## config.mk

```make
export PLATFORM = sky130hd
export DESIGN_NAME = url_component_splitter_flat
export DESIGN_NICKNAME = d
export VERILOG_FILES = /design/src/rtl/core/ucs_pkg.sv /design/src/rtl/core/ucs_req_if.sv /design/src/rtl/core/ucs_rsp_if.sv /design/src/rtl/core/url_component_splitter.sv /design/src/rtl/core/ucs_classifier.sv /design/src/flat_wrapper.sv
export VERILOG_INCLUDE_DIRS = /design/src /design/src/rtl/core
export SDC_FILE = /design/constraint.sdc
export NUM_CORES = 1
export LEC_CHECK = 0
export BUFFER_PORTS_ARGS = -buffer_cell sky130_fd_sc_hd__buf_4
export CELL_PAD_IN_SITES_DETAIL_PLACEMENT = 0
export CELL_PAD_IN_SITES_GLOBAL_PLACEMENT = 1
export CORE_ASPECT_RATIO = 2
export CORE_MARGIN = 2
export CORE_UTILIZATION = 45
export DETAILED_ROUTE_END_ITERATION = 7
export PLACE_DENSITY_LB_ADDON = 0.1
export SETUP_SLACK_MARGIN = 0.4
export SLEW_MARGIN = 20
export SYNTH_ARGS = -nofsm -noshare
export SYNTH_HDL_FRONTEND = slang
export SYNTH_SLANG_ARGS = --single-unit
```

## constraint.sdc

```tcl
create_clock -name clock -period 3.9 [get_ports clock]
set_input_delay 0.195 -clock clock [delete_from_list [all_inputs] [get_ports clock]]
set_output_delay 0.195 -clock clock [all_outputs]
set_load 0.01 [all_outputs]
```

## src/rtl/core/url_component_splitter_macros.svh

```systemverilog
// Assertion helpers shared by the splitter RTL.
`ifndef URL_COMPONENT_SPLITTER_MACROS_SVH
`define URL_COMPONENT_SPLITTER_MACROS_SVH

// Same-cycle implication, disabled during reset.
`define UCS_ASSERT_NOW(label, clk, rst, ante, cons) \
   label: assert property (@(posedge clk) disable iff (rst) (ante) |-> (cons)) \
      else $error("%m: check failed");

// Next-cycle implication, disabled during reset.
`define UCS_ASSERT_NEXT(label, clk, rst, ante, cons) \
   label: assert property (@(posedge clk) disable iff (rst) (ante) |=> (cons)) \
      else $error("%m: check failed");

`endif

```

## src/rtl/core/ucs_pkg.sv

```systemverilog
package ucs_pkg;

   typedef enum logic [2:0] {
      PART_SCHEME   = 3'd0,
      PART_HOST     = 3'd1,
      PART_PORT     = 3'd2,
      PART_PATH     = 3'd3,
      PART_QUERY    = 3'd4,
      PART_FRAGMENT = 3'd5,
      TAG_DELIM     = 3'd6,
      TAG_LINE_END  = 3'd7
   } part_type;

   localparam logic [7:0]  CHAR_COLON    = 8'h3A;
   localparam logic [7:0]  CHAR_SLASH    = 8'h2F;
   localparam logic [7:0]  CHAR_QUESTION = 8'h3F;
   localparam logic [7:0]  CHAR_HASH     = 8'h23;
   localparam logic [7:0]  CHAR_LF       = 8'h0A;
   localparam logic [7:0]  CHAR_CR       = 8'h0D;
   localparam logic [7:0]  CHAR_ZERO     = 8'h30;
   localparam logic [7:0]  CHAR_NINE     = 8'h39;

   localparam logic [1:0]  SKIP_AFTER_SCHEME = 2'd2;
   localparam logic [15:0] PORT_MAX          = 16'hFFFF;

   typedef struct packed {
      logic [7:0] url_byte;
      logic       end_of_url;
   } req_item_type;

   typedef struct packed {
      logic [7:0]  echo_byte;
      part_type    part_code;
      logic [15:0] port_number;
      logic        port_given;
      logic        url_done;
   } rsp_item_type;

endpackage

```

## src/rtl/core/ucs_req_if.sv

```systemverilog
interface ucs_req_if;
   logic       valid;
   logic       ready;
   logic [7:0] url_byte;
   logic       end_of_url;

   modport source (output valid, output url_byte, output end_of_url, input ready);
   modport sink   (input valid, input url_byte, input end_of_url, output ready);
endinterface

```

## src/rtl/core/ucs_rsp_if.sv

```systemverilog
interface ucs_rsp_if;
   logic        valid;
   logic        ready;
   logic [7:0]  echo_byte;
   logic [2:0]  part_code;
   logic [15:0] port_number;
   logic        port_given;
   logic        url_done;

   modport source (output valid, output echo_byte, output part_code, output port_number,
                   output port_given, output url_done, input ready);
   modport sink   (input valid, input echo_byte, input part_code, input port_number,
                   input port_given, input url_done, output ready);
endinterface

```

## src/rtl/core/url_component_splitter.sv

```systemverilog
// Byte-serial URL splitter. Each byte transferred on req_chan comes back on rsp_chan,
// tagged with the URL part it belongs to, a delimiter, or an ignored line end; on the
// byte marked end_of_url the result also carries the saturated decimal port and whether
// a port was opened, and the parser returns to the scheme for the next URL. One byte is
// taken every cycle unless stalled, set by the single parse-state update per byte; a result
// passes through the input register, then the result register, before rsp_chan offers it, and
// back pressure on rsp_chan stalls req_chan only once both registers are full.
`include "url_component_splitter_macros.svh"

module url_component_splitter (
   input  logic  clock,
   input  logic  reset,
   ucs_req_if.sink   req_chan,
   ucs_rsp_if.source rsp_chan
);
   import ucs_pkg::*;

   logic         in_valid_ff, in_valid_in;
   req_item_type in_item_ff;
   logic         out_valid_ff, out_valid_in;
   rsp_item_type out_item_ff;
   rsp_item_type result;
   logic         advance;
   logic         req_take;

   assign advance     = in_valid_ff & (~out_valid_ff | rsp_chan.ready);
   assign req_take    = req_chan.valid & req_chan.ready;
   assign in_valid_in = req_take | (in_valid_ff & ~advance);
   assign out_valid_in = advance | (out_valid_ff & ~rsp_chan.ready);

   assign req_chan.ready = ~in_valid_ff | advance;

   ucs_classifier u_classifier (
      .clock  (clock),
      .reset  (reset),
      .take   (advance),
      .item   (in_item_ff),
      .result (result)
   );

   always_ff @(posedge clock) begin
      if (reset) begin
         in_valid_ff  <= 1'b0;
         out_valid_ff <= 1'b0;
      end else begin
         in_valid_ff  <= in_valid_in;
         out_valid_ff <= out_valid_in;
      end
   end

   always_ff @(posedge clock) begin
      if (req_take) begin
         in_item_ff.url_byte   <= req_chan.url_byte;
         in_item_ff.end_of_url <= req_chan.end_of_url;
      end
      if (advance) begin
         out_item_ff <= result;
      end
   end

   assign rsp_chan.valid       = out_valid_ff;
   assign rsp_chan.echo_byte   = out_item_ff.echo_byte;
   assign rsp_chan.part_code   = out_item_ff.part_code;
   assign rsp_chan.port_number = out_item_ff.port_number;
   assign rsp_chan.port_given  = out_item_ff.port_given;
   assign rsp_chan.url_done    = out_item_ff.url_done;

   `UCS_ASSERT_NEXT(a_stalled_input_held, clock, reset, in_valid_ff && !advance, in_valid_ff)
   `UCS_ASSERT_NOW(a_port_only_on_done, clock, reset,
      out_valid_ff && !out_item_ff.url_done,
      out_item_ff.port_number == 16'd0 && !out_item_ff.port_given)
   `UCS_ASSERT_NOW(a_port_needs_given, clock, reset,
      out_valid_ff && !out_item_ff.port_given, out_item_ff.port_number == 16'd0)

endmodule

```

## src/rtl/core/ucs_classifier.sv

```systemverilog
`include "url_component_splitter_macros.svh"

module ucs_classifier (
   input  logic                  clock,
   input  logic                  reset,
   input  logic                  take,
   input  ucs_pkg::req_item_type item,
   output ucs_pkg::rsp_item_type result
);
   import ucs_pkg::*;

   part_type    part_ff,  part_in;
   logic [1:0]  skip_ff,  skip_in;
   logic [15:0] acc_ff,   acc_in;
   logic        stop_ff,  stop_in;
   logic        seen_ff,  seen_in;

   part_type    tag;
   logic [7:0]  c;
   logic        is_digit;
   logic [19:0] acc_times_ten;

   assign c             = item.url_byte;
   assign is_digit      = (c >= CHAR_ZERO) && (c <= CHAR_NINE);
   assign acc_times_ten = {1'b0, acc_ff, 3'b000} + {3'b000, acc_ff, 1'b0}
                          + {16'd0, c[3:0]};

   always_comb begin
      part_in = part_ff;
      skip_in = skip_ff;
      acc_in  = acc_ff;
      stop_in = stop_ff;
      seen_in = seen_ff;
      tag     = part_ff;
      if (skip_ff != 2'd0) begin
         skip_in = skip_ff - 2'd1;
         tag     = TAG_DELIM;
      end else if (c == CHAR_LF || c == CHAR_CR) begin
         tag = TAG_LINE_END;
      end else begin
         unique case (part_ff)
            PART_SCHEME: begin
               tag = PART_SCHEME;
               if (c == CHAR_COLON) begin
                  skip_in = SKIP_AFTER_SCHEME;
                  part_in = PART_HOST;
                  tag     = TAG_DELIM;
               end
            end
            PART_HOST: begin
               tag = PART_HOST;
               if (c == CHAR_COLON) begin
                  part_in = PART_PORT;
                  seen_in = 1'b1;
                  tag     = TAG_DELIM;
               end else if (c == CHAR_SLASH) begin
                  part_in = PART_PATH;
                  tag     = TAG_DELIM;
               end
            end
            PART_PORT: begin
               tag = PART_PORT;
               if (c == CHAR_SLASH) begin
                  part_in = PART_PATH;
                  tag     = TAG_DELIM;
               end else if (c == CHAR_QUESTION) begin
                  part_in = PART_QUERY;
                  tag     = TAG_DELIM;
               end else if (c == CHAR_HASH) begin
                  part_in = PART_FRAGMENT;
                  tag     = TAG_DELIM;
               end else if (!stop_ff) begin
                  if (is_digit) begin
                     acc_in = (acc_times_ten > {4'd0, PORT_MAX}) ? PORT_MAX
                                                                 : acc_times_ten[15:0];
                  end else begin
                     stop_in = 1'b1;
                  end
               end
            end
            PART_PATH: begin
               tag = PART_PATH;
               if (c == CHAR_QUESTION) begin
                  part_in = PART_QUERY;
                  tag     = TAG_DELIM;
               end else if (c == CHAR_HASH) begin
                  part_in = PART_FRAGMENT;
                  tag     = TAG_DELIM;
               end
            end
            PART_QUERY: begin
               tag = PART_QUERY;
               if (c == CHAR_HASH) begin
                  part_in = PART_FRAGMENT;
                  tag     = TAG_DELIM;
               end
            end
            default: begin
               part_in = PART_FRAGMENT;
               tag     = PART_FRAGMENT;
            end
         endcase
      end

      result.echo_byte   = c;
      result.part_code   = tag;
      result.port_number = item.end_of_url ? acc_in : 16'd0;
      result.port_given  = item.end_of_url & seen_in;
      result.url_done    = item.end_of_url;
   end

   always_ff @(posedge clock) begin
      if (reset) begin
         part_ff <= PART_SCHEME;
         skip_ff <= 2'd0;
         acc_ff  <= 16'd0;
         stop_ff <= 1'b0;
         seen_ff <= 1'b0;
      end else if (take) begin
         if (item.end_of_url) begin
            part_ff <= PART_SCHEME;
            skip_ff <= 2'd0;
            acc_ff  <= 16'd0;
            stop_ff <= 1'b0;
            seen_ff <= 1'b0;
         end else begin
            part_ff <= part_in;
            skip_ff <= skip_in;
            acc_ff  <= acc_in;
            stop_ff <= stop_in;
            seen_ff <= seen_in;
         end
      end
   end

   `UCS_ASSERT_NOW(a_skip_only_in_host, clock, reset, skip_ff != 2'd0, part_ff == PART_HOST)
   `UCS_ASSERT_NOW(a_acc_needs_port, clock, reset, acc_ff != 16'd0, seen_ff)
   `UCS_ASSERT_NOW(a_stop_needs_port, clock, reset, stop_ff, seen_ff)

endmodule
```

## src/flat_wrapper.sv

```systemverilog
// flat-port wrapper written by rule: the top's interface ports become plain ports
module url_component_splitter_flat import ucs_pkg::*;
  (clock, reset, req_chan_valid, req_chan_url_byte, req_chan_end_of_url, req_chan_ready, rsp_chan_valid, rsp_chan_echo_byte, rsp_chan_part_code, rsp_chan_port_number, rsp_chan_port_given, rsp_chan_url_done, rsp_chan_ready);
  ucs_req_if req_chan_i ();
  ucs_rsp_if rsp_chan_i ();
  input  logic clock;
  input  logic reset;
  input wire logic [$bits(req_chan_i.valid)-1:0] req_chan_valid;
  input wire logic [$bits(req_chan_i.url_byte)-1:0] req_chan_url_byte;
  input wire logic [$bits(req_chan_i.end_of_url)-1:0] req_chan_end_of_url;
  output wire logic [$bits(req_chan_i.ready)-1:0] req_chan_ready;
  output wire logic [$bits(rsp_chan_i.valid)-1:0] rsp_chan_valid;
  output wire logic [$bits(rsp_chan_i.echo_byte)-1:0] rsp_chan_echo_byte;
  output wire logic [$bits(rsp_chan_i.part_code)-1:0] rsp_chan_part_code;
  output wire logic [$bits(rsp_chan_i.port_number)-1:0] rsp_chan_port_number;
  output wire logic [$bits(rsp_chan_i.port_given)-1:0] rsp_chan_port_given;
  output wire logic [$bits(rsp_chan_i.url_done)-1:0] rsp_chan_url_done;
  input wire logic [$bits(rsp_chan_i.ready)-1:0] rsp_chan_ready;
  assign req_chan_i.valid = req_chan_valid;
  assign req_chan_i.url_byte = req_chan_url_byte;
  assign req_chan_i.end_of_url = req_chan_end_of_url;
  assign req_chan_ready = req_chan_i.ready;
  assign rsp_chan_valid = rsp_chan_i.valid;
  assign rsp_chan_echo_byte = rsp_chan_i.echo_byte;
  assign rsp_chan_part_code = rsp_chan_i.part_code;
  assign rsp_chan_port_number = rsp_chan_i.port_number;
  assign rsp_chan_port_given = rsp_chan_i.port_given;
  assign rsp_chan_url_done = rsp_chan_i.url_done;
  assign rsp_chan_i.ready = rsp_chan_ready;
  url_component_splitter u_core (.clock(clock), .reset(reset), .req_chan(req_chan_i), .rsp_chan(rsp_chan_i));
endmodule
```

==> flow_summary.toml <==
[layout]
drive_above_1_share = 0.207
fill_cells = 756
diodes = 0
final_nets = 502
utilization = 0.561
area_growth_syn_to_layout_pct = 21.7

[clock_network]
h-tree-depth = 3
hold_buffers = 0
clock-sinks = 63
cts_buffers = 9
insertion_delay_ps = 330
clkTransAtPathRegs_ps = 50
clk_path_buf_depth = 2
clockRootBuffer = "clkbuf_16"
cts_tree = "built"

[global_routing]
grt_usage = 0.226
grt_antenna_before_repair = 0
grt_first_pass_wirelength_um = 16200
grt_pass1_vias = 3196
overflow = 0
grt_max_degree = 29

[floorplanning]
io_pins = 44
die_area_mm2 = 0.00929
initial_core_util = 0.461
placementRows = 47
die_w_um = 69.2
fp.dieH_um = 134
core_area_mm2 = 0.00829

[timing]
setup_violations = 0
worst_slack_ps = 474
slew_headroom = 0.331
fin_tns_setup_ps = 0
rsz0062_at_grt = "yes"
finalHoldViolCount = 0
period_minus_slack_ps = 3430
max_freq_mhz = 292
fin_crit_sh = 0.879
whs_ps = 44.6
fin_skew_ps = 3.56
worstMarginPinSlew_ps = 995
drv_slew = 0

[worst_setup_path]
worstPathRequired_ps = 3980
crit_arrival_ps = 3510
path_cells = "fa_1 -> fa_2 -> a21oi_1 -> o211ai_1 -> o221ai_2 -> buf_4 -> or4_4 -> a31oi_4 -> o2111ai_4 -> buf_12 -> nor2_1 -> nor2_1"
cpPeakStageDelay_ps = 600
cp_max_fo = 19
start_kind = "flop"
r2r_setup_slack_ps = 470
endpoint_kind = "flop"
critPathKind = "flop to flop"
cpMostUsedCell = "nor2_1"
cpMaxStageDelayCell = "fa_1"

[route]
wl_per_cell_um = 18.3
vias_per_cell = 5.80
ant_nets = 0
drc = 0
vias = 3230
dr.pass1.iters = 4
drt_iter0_drc = 149
wl_um = 10200

[placed_design]
portBuffers = 43
dp_hpwl_um = 7760
globalplace.congestion = 0.866
pre_cts_ws_ps = 195

[synth]
synth_largest_area_cell = "edfxtp_1"
synthArstFlopShare = 0
synth_cell_types = 57
synthTopCellsByCount = "nor2_1, o21ai_0, edfxtp_1"
synth_most_common_cell = "nor2_1"
seq_area_frac_synth = 0.429
netlist_top_cells_area = "edfxtp_1, dfxtp_1, ha_1, nor2_1, o21ai_0"
yosys_warnings = 0
synth_edf_count = 38
postSynthCellCount = 405
synth_top_area_frac = 0.299
syn_nets = 453
synth_area_per_cell_um2 = 9.44
ys_ff_latch = 63
synthFlopType = "edfxtp_1"
synthesis.area_mm2 = 0.00382

[hold_path]
hold_class = "input port to flop"

[pwr]
leakagePower_uw = 0.00195
powerDensity_mw_per_mm2 = 356
ir_worst_vdd_uv = 226

[run_status]
outcome = "finished clean"

[run]
drv_cap = 0
kinds of logic after synthesis:
| kind of cell | Yosys count | share of synthesized area |
|---|---|---|
| compound gates | 136 | 0.224 |
| fa+ha+maj | 35 | 0.118 |
| buf+inv | 29 | 0.0340 |
| flops | 63 | 0.429 |
| simple gates | 130 | 0.166 |
| xor+xnor | 12 | 0.0275 |
cell usage in the layout, fill, tap and decap left out, types with 3 or more instances in the layout:
cell       netlist  layout
nor2b_1          3       3
o211ai_1         3       3
ha_1            33      33
a31oi_1          7       7
a32oi_1          3       3
xnor2_1          6       5
nand4_1          4       4
nand2_1         21      21
o21ai_1          7       7
and3_1           3       3
o21bai_1         4       4
clkbuf_16        0       9
nor2_1          61      55
or3_1            3       3
dfxtp_1         25      25
buf_4            1      53
nand3_1          6       6
nor4_1           4       4
xor2_1           6       6
a21o_1           7       7
nand2b_1         4       4
o21ai_0         44      43
nor2_2           0       6
edfxtp_1        38      38
nor3b_1          3       3
nor3_1           6       6
inv_1           12      12
a211oi_1         4       3
a21oi_1         37      36
routing by layer:
layer | vias to the layer above | track usage | wire [um]
met5 | - | 0 | 0
met1 | 1526 | 0.222 | 3770
met3 | 23 | 0.0398 | 274
met4 | 0 | 0.115 | 333
li1 | 1609 | - | -
met2 | 72 | 0.439 | 5800
sequential cells by signal, summed over array words and instances, names as in the netlist:
name,count
u_core.in_valid_ff,1
u_core.rsp_chan.port_number,16
u_core.u_classifier.seen_ff,1
u_core.rsp_chan.echo_byte,8
u_core.in_item_ff,9
u_core.rsp_chan.url_done,1
u_core.u_classifier.skip_ff,2
u_core.u_classifier.stop_ff,1
u_core.u_classifier.acc_ff,16
u_core.u_classifier.part_ff,3
u_core.rsp_chan.valid,1
u_core.rsp_chan.port_given,1
u_core.rsp_chan.part_code,3
final timing paths:
kind / from / endpoint / cells after the start
worst max-delay path: u_core.in_item_ff[4] / u_core.rsp_chan.port_number[1] / 12
worst min-delay path: req_chan_end_of_url / u_core.in_item_ff[0] / 1
worst max register to register: u_core.in_item_ff[4] / u_core.rsp_chan.port_number[1] / 12
worst min register to register: u_core.u_classifier.seen_ff / u_core.u_classifier.seen_ff / 2
through the flow:
stage / std cells / instance area [um^2] / power (uW)
floorplan: 405 / 3820 / 786
global placement: 539 / 4260 / 832
detailed placement: 539 / 4260 / 833
CTS: 555 / 4580 / 1670
global route: 557 / 4650 / 1710
finish: 557 / 4650 / 1660
worst max-delay path, delay by kind of cell (launching register included):
kind,cells,cell delay [ps]
DFF,1,430
AOI/OAI and AO/OA,5,890
and+or+nand+nor,3,630
buffers and inverters,2,400
adders and majority gates,2,840
timing repair:
action	4_1_cts	5_1_grt
endpoints found under the setup margin	25	26
pin swaps	2	5
resized for setup	3	16
buffers inserted	0	2
final cells by class:
type / instances / area, um^2 / area share
Multi-Input combinational cell: 313 / 2110 / 0.453
Sequential cell: 63 / 1640 / 0.353
Timing Repair Buffer: 54 / 418 / 0.0898
Clock buffer: 10 / 229 / 0.0492
Tap cell: 98 / 123 / 0.0264
Clock inverter: 6 / 85.1 / 0.0183
Inverter: 13 / 51.3 / 0.0110
report_power, final:
part           switching (uW)  leakage, uW  internal, uW
logic                    45.8      0.00124          33.4
clock network             283     0.000148           556
registers                12.9     0.000560           727
No activity file was read; power rests on OpenSTA's default activity.
